File: src/design/clt_pkg.sv
// ----------------------------------------------------------------------------
// clt_pkg
// types, codes and helper functions for the command line tokenizer
// ----------------------------------------------------------------------------
package clt_pkg;

  localparam int CLT_MAX_ARGS = 16;
  localparam int CLT_MAX_RES  = 3;

  localparam logic [7:0] CH_NUL   = 8'h00;
  localparam logic [7:0] CH_TAB   = 8'h09;
  localparam logic [7:0] CH_LF    = 8'h0A;
  localparam logic [7:0] CH_CR    = 8'h0D;
  localparam logic [7:0] CH_SPACE = 8'h20;
  localparam logic [7:0] CH_QUOTE = 8'h22;
  localparam logic [7:0] CH_BSL   = 8'h5C;
  localparam logic [7:0] CH_N     = 8'h6E;
  localparam logic [7:0] CH_R     = 8'h72;
  localparam logic [7:0] CH_T     = 8'h74;

  typedef enum logic [2:0] {
    MODE_BETWEEN    = 3'd0,
    MODE_PLAIN      = 3'd1,
    MODE_PLAIN_ESC  = 3'd2,
    MODE_QUOTED     = 3'd3,
    MODE_QUOTED_ESC = 3'd4,
    MODE_OVER       = 3'd5
  } mode_t;

  typedef enum logic [1:0] {
    KIND_CHAR = 2'd0,
    KIND_END  = 2'd1,
    KIND_DONE = 2'd2
  } kind_t;

  typedef enum logic [1:0] {
    ST_OK       = 2'd0,
    ST_TOO_MANY = 2'd1,
    ST_UNTERM   = 2'd2
  } status_t;

  typedef struct packed {
    logic [7:0] ch;
  } in_t;

  typedef struct packed {
    logic [1:0] kind;
    logic [7:0] out_char;
    logic [4:0] arg_count;
    logic [1:0] status;
    logic       last;
  } res_t;

  function automatic logic is_sep(input logic [7:0] c);
    return (c == CH_SPACE) || (c == CH_TAB) || (c == CH_CR) || (c == CH_LF);
  endfunction

  function automatic logic [7:0] unescape(input logic [7:0] c);
    logic [7:0] r;
    r = c;
    if (c == CH_N) r = CH_LF;
    else if (c == CH_R) r = CH_CR;
    else if (c == CH_T) r = CH_TAB;
    return r;
  endfunction

  function automatic res_t mk_res(input kind_t k, input logic [7:0] c,
                                  input logic [4:0] idx, input status_t st);
    res_t r;
    r.kind      = k;
    r.out_char  = (k == KIND_CHAR) ? c : 8'h00;
    r.arg_count = idx;
    r.status    = (k == KIND_DONE) ? st : ST_OK;
    r.last      = 1'b0;
    return r;
  endfunction

endpackage

File: src/design/clt_stream_if.sv
// ----------------------------------------------------------------------------
// clt_stream_if
// valid/ready channel carrying one request payload
// ----------------------------------------------------------------------------
interface clt_stream_if #(
  parameter type payload_t = logic
);
  logic     valid;
  logic     ready;
  payload_t data;

  modport source (output valid, output data, input ready);
  modport sink   (input valid, input data, output ready);
endinterface

File: src/design/command_line_tokenizer.sv
// ----------------------------------------------------------------------------
// command_line_tokenizer
// splits a byte stream of command lines into argument characters, argument
// end markers and a line-done request with count and status
// ----------------------------------------------------------------------------
//  channel  | direction | payload                                   | handshake
//  in_chan  | sink      | ch                                        | valid/ready
//  out_chan | source    | kind, out_char, arg_count, status, last   | valid/ready
//
//  one input byte per cycle when each byte gives at most one result request and
//  out_chan is ready; a byte giving two or three results holds in_chan.ready
//  low while the three-deep result buffer drains, one per cycle while out_chan
//  is ready; bytes giving no result (separators between arguments, backslashes,
//  opening quotes) leave it empty; synchronous active-low reset empties the
//  buffer and returns the parser to between-arguments with count zero, status ok
//  out_chan stalls hold the buffer; input is taken once its last request leaves
// ----------------------------------------------------------------------------
module command_line_tokenizer #(
  parameter int MAX_ARGS = clt_pkg::CLT_MAX_ARGS
) (
  input  logic          clk,
  input  logic          rst_n,
  clt_stream_if.sink    in_chan,
  clt_stream_if.source  out_chan
);
  import clt_pkg::*;

  // parser state
  mode_t      mode_r, mode_nxt;
  logic [4:0] count_r, count_nxt;
  status_t    err_r, err_nxt;

  // result buffer, entry 0 is presented on out_chan
  res_t       res_r [CLT_MAX_RES];
  logic [1:0] pend_r;

  // results of the byte on in_chan
  res_t       res_v [CLT_MAX_RES];
  logic [1:0] nres_v;

  logic [7:0] ch;
  logic       sep;
  logic       in_fire, out_fire;
  logic [4:0] cur_idx;
  logic       at_limit;

  assign ch       = in_chan.data.ch;
  assign sep      = is_sep(ch);
  assign at_limit = (count_r >= 5'(MAX_ARGS));
  // index of the argument in progress; an argument always exists when used
  assign cur_idx  = count_r - 5'd1;

  assign out_chan.valid = (pend_r != 2'd0);
  assign out_chan.data  = res_r[0];
  // take a new byte when the buffer is empty or its last request leaves now
  assign in_chan.ready  = (pend_r == 2'd0) || ((pend_r == 2'd1) && out_chan.ready);

  assign in_fire  = in_chan.valid && in_chan.ready;
  assign out_fire = out_chan.valid && out_chan.ready;

  // next state of the parser
  always_comb begin
    mode_nxt  = mode_r;
    count_nxt = count_r;
    err_nxt   = err_r;
    if (ch == CH_NUL) begin
      // line done: everything back to reset values
      mode_nxt  = MODE_BETWEEN;
      count_nxt = 5'd0;
      err_nxt   = ST_OK;
    end else begin
      case (mode_r)
        MODE_BETWEEN: begin
          if (!sep) begin
            if (at_limit) begin
              mode_nxt = MODE_OVER;
              err_nxt  = ST_TOO_MANY;
            end else begin
              count_nxt = count_r + 5'd1;
              if (ch == CH_QUOTE)    mode_nxt = MODE_QUOTED;
              else if (ch == CH_BSL) mode_nxt = MODE_PLAIN_ESC;
              else                   mode_nxt = MODE_PLAIN;
            end
          end
        end
        MODE_PLAIN: begin
          if (sep)               mode_nxt = MODE_BETWEEN;
          else if (ch == CH_BSL) mode_nxt = MODE_PLAIN_ESC;
        end
        MODE_PLAIN_ESC:  mode_nxt = MODE_PLAIN;
        MODE_QUOTED: begin
          if (ch == CH_QUOTE)    mode_nxt = MODE_BETWEEN;
          else if (ch == CH_BSL) mode_nxt = MODE_QUOTED_ESC;
        end
        MODE_QUOTED_ESC: mode_nxt = MODE_QUOTED;
        default:         mode_nxt = MODE_OVER;
      endcase
    end
  end

  // result requests caused by the byte
  always_comb begin
    status_t    st;
    logic [1:0] k;
    st = err_r;
    k  = 2'd0;
    for (int i = 0; i < CLT_MAX_RES; i++) begin
      res_v[i] = mk_res(KIND_CHAR, 8'h00, 5'd0, ST_OK);
    end
    if (ch == CH_NUL) begin
      case (mode_r)
        MODE_PLAIN: begin
          res_v[k] = mk_res(KIND_END, 8'h00, cur_idx, ST_OK);
          k = k + 2'd1;
        end
        MODE_PLAIN_ESC: begin
          // trailing backslash is kept as a character
          res_v[k] = mk_res(KIND_CHAR, CH_BSL, cur_idx, ST_OK);
          k = k + 2'd1;
          res_v[k] = mk_res(KIND_END, 8'h00, cur_idx, ST_OK);
          k = k + 2'd1;
        end
        MODE_QUOTED: st = ST_UNTERM;
        MODE_QUOTED_ESC: begin
          res_v[k] = mk_res(KIND_CHAR, CH_BSL, cur_idx, ST_OK);
          k = k + 2'd1;
          st = ST_UNTERM;
        end
        default: ;
      endcase
      res_v[k] = mk_res(KIND_DONE, 8'h00, count_r, st);
      k = k + 2'd1;
    end else begin
      case (mode_r)
        MODE_BETWEEN: begin
          // first character of a new plain argument; its index is the old count
          if (!sep && !at_limit && (ch != CH_QUOTE) && (ch != CH_BSL)) begin
            res_v[k] = mk_res(KIND_CHAR, ch, count_r, ST_OK);
            k = k + 2'd1;
          end
        end
        MODE_PLAIN: begin
          if (sep) begin
            res_v[k] = mk_res(KIND_END, 8'h00, cur_idx, ST_OK);
            k = k + 2'd1;
          end else if (ch != CH_BSL) begin
            res_v[k] = mk_res(KIND_CHAR, ch, cur_idx, ST_OK);
            k = k + 2'd1;
          end
        end
        MODE_PLAIN_ESC, MODE_QUOTED_ESC: begin
          res_v[k] = mk_res(KIND_CHAR, unescape(ch), cur_idx, ST_OK);
          k = k + 2'd1;
        end
        MODE_QUOTED: begin
          if (ch == CH_QUOTE) begin
            res_v[k] = mk_res(KIND_END, 8'h00, cur_idx, ST_OK);
            k = k + 2'd1;
          end else if (ch != CH_BSL) begin
            res_v[k] = mk_res(KIND_CHAR, ch, cur_idx, ST_OK);
            k = k + 2'd1;
          end
        end
        default: ;
      endcase
    end
    // flag the final request of this byte
    if (k != 2'd0) begin
      res_v[k - 2'd1].last = 1'b1;
    end
    nres_v = k;
  end

  // parser state and buffer fill
  always_ff @(posedge clk) begin
    if (!rst_n) begin
      mode_r  <= MODE_BETWEEN;
      count_r <= 5'd0;
      err_r   <= ST_OK;
      pend_r  <= 2'd0;
    end else begin
      if (in_fire) begin
        mode_r  <= mode_nxt;
        count_r <= count_nxt;
        err_r   <= err_nxt;
        pend_r  <= nres_v;
      end else if (out_fire) begin
        pend_r  <= pend_r - 2'd1;
      end
    end
  end

  // buffer payload, loaded on a new byte, shifted as requests leave
  always_ff @(posedge clk) begin
    if (in_fire) begin
      for (int i = 0; i < CLT_MAX_RES; i++) begin
        res_r[i] <= res_v[i];
      end
    end else if (out_fire) begin
      for (int i = 0; i < CLT_MAX_RES - 1; i++) begin
        res_r[i] <= res_r[i + 1];
      end
    end
  end

  // input is never taken while the buffer holds three requests
  a_pend_range: assert property (@(posedge clk) disable iff (!rst_n)
    pend_r != 2'd3 || !in_chan.ready)
    else $error("input taken while buffer holds three requests");

  // the count never passes the argument limit
  a_count_limit: assert property (@(posedge clk) disable iff (!rst_n)
    count_r <= 5'(MAX_ARGS))
    else $error("argument count beyond limit");

  // a line-done request is always the final one of its byte
  a_done_last: assert property (@(posedge clk) disable iff (!rst_n)
    out_chan.valid && (out_chan.data.kind == KIND_DONE) |-> out_chan.data.last)
    else $error("line done without last");

  // line end returns the parser to its reset state
  a_line_reset: assert property (@(posedge clk) disable iff (!rst_n)
    in_fire && (ch == CH_NUL) |=> (mode_r == MODE_BETWEEN) && (count_r == 5'd0)
                                  && (err_r == ST_OK))
    else $error("parser not cleared after line end");

  // too-many status only in the overflowed mode
  a_over_err: assert property (@(posedge clk) disable iff (!rst_n)
    (err_r == ST_TOO_MANY) |-> (mode_r == MODE_OVER))
    else $error("sticky error outside overflowed mode");

endmodule

File: src/flat_wrapper.sv
// flat-port wrapper written by rule: the top's interface ports become plain ports
module command_line_tokenizer_flat import clt_pkg::*;
#(
  parameter int MAX_ARGS = clt_pkg::CLT_MAX_ARGS
)
  (clk, rst_n, in_chan_valid, in_chan_data, in_chan_ready, out_chan_valid, out_chan_data, out_chan_ready);
  clt_stream_if #(.payload_t(in_t)) in_chan_i ();
  clt_stream_if #(.payload_t(res_t)) out_chan_i ();
  input  logic clk;
  input  logic rst_n;
  input wire logic [$bits(in_chan_i.valid)-1:0] in_chan_valid;
  input wire logic [$bits(in_chan_i.data)-1:0] in_chan_data;
  output wire logic [$bits(in_chan_i.ready)-1:0] in_chan_ready;
  output wire logic [$bits(out_chan_i.valid)-1:0] out_chan_valid;
  output wire logic [$bits(out_chan_i.data)-1:0] out_chan_data;
  input wire logic [$bits(out_chan_i.ready)-1:0] out_chan_ready;
  assign in_chan_i.valid = in_chan_valid;
  assign in_chan_i.data = in_chan_data;
  assign in_chan_ready = in_chan_i.ready;
  assign out_chan_valid = out_chan_i.valid;
  assign out_chan_data = out_chan_i.data;
  assign out_chan_i.ready = out_chan_ready;
  command_line_tokenizer #(.MAX_ARGS(MAX_ARGS)) u_core (.clk(clk), .rst_n(rst_n), .in_chan(in_chan_i), .out_chan(out_chan_i));
endmodule
File: config.mk
export PLATFORM = sky130hd
export DESIGN_NAME = command_line_tokenizer_flat
export DESIGN_NICKNAME = d
export VERILOG_FILES = /design/src/design/clt_pkg.sv /design/src/design/clt_stream_if.sv /design/src/design/command_line_tokenizer.sv /design/src/flat_wrapper.sv
export SDC_FILE = /design/constraint.sdc
export NUM_CORES = 1
export LEC_CHECK = 0
export BUFFER_PORTS_ARGS = -buffer_cell sky130_fd_sc_hd__clkbuf_2
export CORE_ASPECT_RATIO = 2
export CORE_MARGIN = 2
export CORE_UTILIZATION = 60
export DETAILED_ROUTE_END_ITERATION = 16
export HOLD_SLACK_MARGIN = 0.03
export PLACE_DENSITY = 0.83
export REMOVE_ABC_BUFFERS = 1
export SYNTH_ARGS = -nofsm -noshare
export SYNTH_HDL_FRONTEND = slang
export SYNTH_SLANG_ARGS = --single-unit
File: constraint.sdc
create_clock -name clk -period 7 [get_ports clk]
set_input_delay 0.7 -clock clk [delete_from_list [all_inputs] [get_ports clk]]
set_output_delay 0.7 -clock clk [all_outputs]
set_load 0.01 [all_outputs]
==> results.json <==
{
  "status": "completed",
  "synth-compound-area-share_pct": 17.5,
  "syn_inst": 325,
  "row_count": 36,
  "worst_pin_slew_ns": 1.13,
  "synth-simple-area-share_pct": 22.4,
  "grt-ovfl-total": 0,
  "ir_worst_vdd_uv": 285,
  "setup_viol": 0,
  "cts_hold_buf": 0,
  "synth-seq-cells": 48,
  "p_per_area_nw_per_um2": 418,
  "worstHoldPathType": "register to register",
  "cts_tree": "built",
  "core_area_um2": 4820,
  "cts-root-buf": "clkbuf_8",
  "layout_min_cycle_time_ns": 3.04,
  "avgSynthCellArea_um2": 9.11,
  "drt_iter0_markers": 136,
  "htree_levels": 2,
  "cts_made_buffers": 5,
  "yosysSeqAreaShare_pct": 45.0,
  "crit_fanout": 15,
  "grt_max_degree": 29,
  "cts-resized-gates": 0,
  "fin_setup_tns_ns": 0,
  "synth_cell_types": 55,
  "rsz0062_at_grt": "no",
  "n_antenna_cell": 0,
  "grt_pass1_wl_um": 11300,
  "clock_sinks": 48,
  "final_util_pct": 64.2,
  "first_pass_iters": 6,
  "clockBufferDepth": 2,
  "crit_type": "register to register",
  "drc": 0,
  "cts_setup_buffers": 0,
  "synth_top_family_by_area": "simple AND/OR/NAND/NOR gates",
  "initial_core_util_pct": 61.4,
  "r2r_start": "u_core.mode_r[2]",
  "r2r_end": "u_core.res_r[0][5]",
  "die_w_um": 53.7,
  "synthArstFlopShare_pct": 0,
  "power.total_mw": 1.29,
  "relSlewSlack_pct": 24.7,
  "num_vias": 2504,
  "critPathRequiredTime_ns": 7.16,
  "place_congestion": 0.924,
  "io_buffer_count": 31,
  "slew_viol_final": 0,
  "antenna_found_initial": 0,
  "clock_skew_ns": 0.00979,
  "endpoint_kind": "register",
  "clkSlewWorstSetupHoldPaths_ns": 0.09,
  "r2r_slack_ns": 3.96,
  "dr_wl_met2_um": 3590,
  "wl_per_cell_um": 17.8,
  "cp.arrival_ns": 3.20,
  "place_area_um2": 2980,
  "final_common_cell": "nand2_1",
  "fillers": 413,
  "worstSkewPairLatency_ns": 0.31,
  "m1WireLength_um": 2580,
  "dieArea_um2": 5550,
  "worst_r2r_path_depth": 9,
  "nNetsFinal": 348,
  "syn2layout_area_growth_pct": 4.48,
  "via_per_inst": 6.47,
  "synth-xor-area-share_pct": 1.48,
  "hold_violations": 0,
  "synth_edf_count": 37,
  "finalInstanceArea_um2": 3090,
  "wl_met3_um": 307,
  "grt_pass1_vias": 2250,
  "grt_usage_pct": 28.0,
  "place_hpwl_um": 5090,
  "drt-total-wl_um": 6890,
  "start_kind": "register",
  "fmax_mhz": 329,
  "final_cell_mix": "nand2_1 (43), edfxtp_1 (37), nor2_1 (35)",
  "drive_gt1_share_pct": 14.2,
  "yosys_warnings": 0,
  "synthAdderAreaFrac_pct": 2.96,
  "worstSetupStartpoint": "u_core.mode_r[2]",
  "synthFlopType": "edfxtp_1",
  "timing.final.crit_share_pct": 43.4,
  "synthMuxAreaShare_pct": 1.73,
  "power_leakage_nw": 1.23,
  "antenna_left": 0,
  "synth_area_um2": 2960,
  "route.top_layer_used": "met4",
  "ios": 32,
  "fp.dieH_um": 103,
  "drv_cap": 0,
  "crit_path_end": "u_core.res_r[0][5]"
}
[metal layers]
metal / vias up / track usage [%]
li1: 1179 / -
met1: 1172 / 31.8
met5: - / 0
met3: 34 / 3.16
met2: 119 / 48.0
met4: 0 / 17.0
[layout make-up]
type	instances	area, µm²	share of cell area [%]
clock buffers	5	68.8	2.22
clock inverters	3	42.5	1.38
inverters	16	60.1	1.94
multi-input cells	227	1360	44.1
flip-flops and latches	48	1330	43.0
well taps	57	71.3	2.31
repair buffers	31	155	5.02
[through the flow]
step	cells	hold WS, ns	worst slack (ns)
finish	387	0.502	3.96
CTS	387	0.506	4.05
global placement	379	0.485	4.03
detailed placement	379	0.490	3.94
floorplan	291	0.437	4.27
global route	387	0.538	3.78
[logic make-up after synthesis]
group	count (synthesis)
multiplexers	5
AO/OA/AOI/OAI	78
AND/OR/NAND/NOR	132
adder cells (fa/ha/maj)	7
buffers and inverters	50
flip-flops	48
XOR/XNOR	5
[critical path: stages (launching register included)]
cell and delay, ns:
dfxtp_1 0.48, nand2b_1 0.30, a21oi_1 0.32, inv_1 0.17, ha_1 0.32, a311oi_1 0.52, o211ai_2 0.22, nor3b_1 0.27
a21oi_1 0.09, a21oi_1 0.19
[synthesized netlist by cell type, drive strengths merged (6+ instances only)]
library cell,n,area (µm²)
nor3b,6,45.0
clkbuf,13,48.8
o21ai,20,100
nor3,9,45.0
nand2,44,173
nor2,36,138
edfxtp,37,1110
dfxtp,11,220
a21oi,20,100
buf,21,156
ha,7,87.6
nand3,6,30.0
inv,16,60.1
[power by group]
part	switching, mW	internal (mW)	leakage [nW]	total, mW
logic	0.373	0.201	0.712	0.574
clock network	0.0936	0.106	0.0558	0.199
registers	0.0528	0.466	0.459	0.519
total	0.520	0.772	1.23	1.29
[flip-flops by register name (all words and copies together) (netlist names)]
name            cells
u_core.res_r       37
u_core.count_r      5
u_core.mode_r       3
u_core.pend_r       2
u_core.err_r        1
[worst min-delay path by stage]
| stage | depth (start not counted) | to | start | slack, ns |
|---|---|---|---|---|
| after detailed placement | 2 | u_core.pend_r[1] | u_core.pend_r[1] | 0.49 |
| after floorplan | 2 | u_core.err_r[0] | u_core.err_r[0] | 0.44 |
| after global routing | 2 | u_core.pend_r[1] | u_core.pend_r[1] | 0.54 |
| final | 2 | u_core.pend_r[1] | u_core.pend_r[1] | 0.50 |
| after CTS | 2 | u_core.pend_r[1] | u_core.pend_r[1] | 0.51 |
| after global placement | 2 | u_core.pend_r[1] | u_core.pend_r[1] | 0.49 |
No activity file was read; power rests on OpenSTA's default activity.
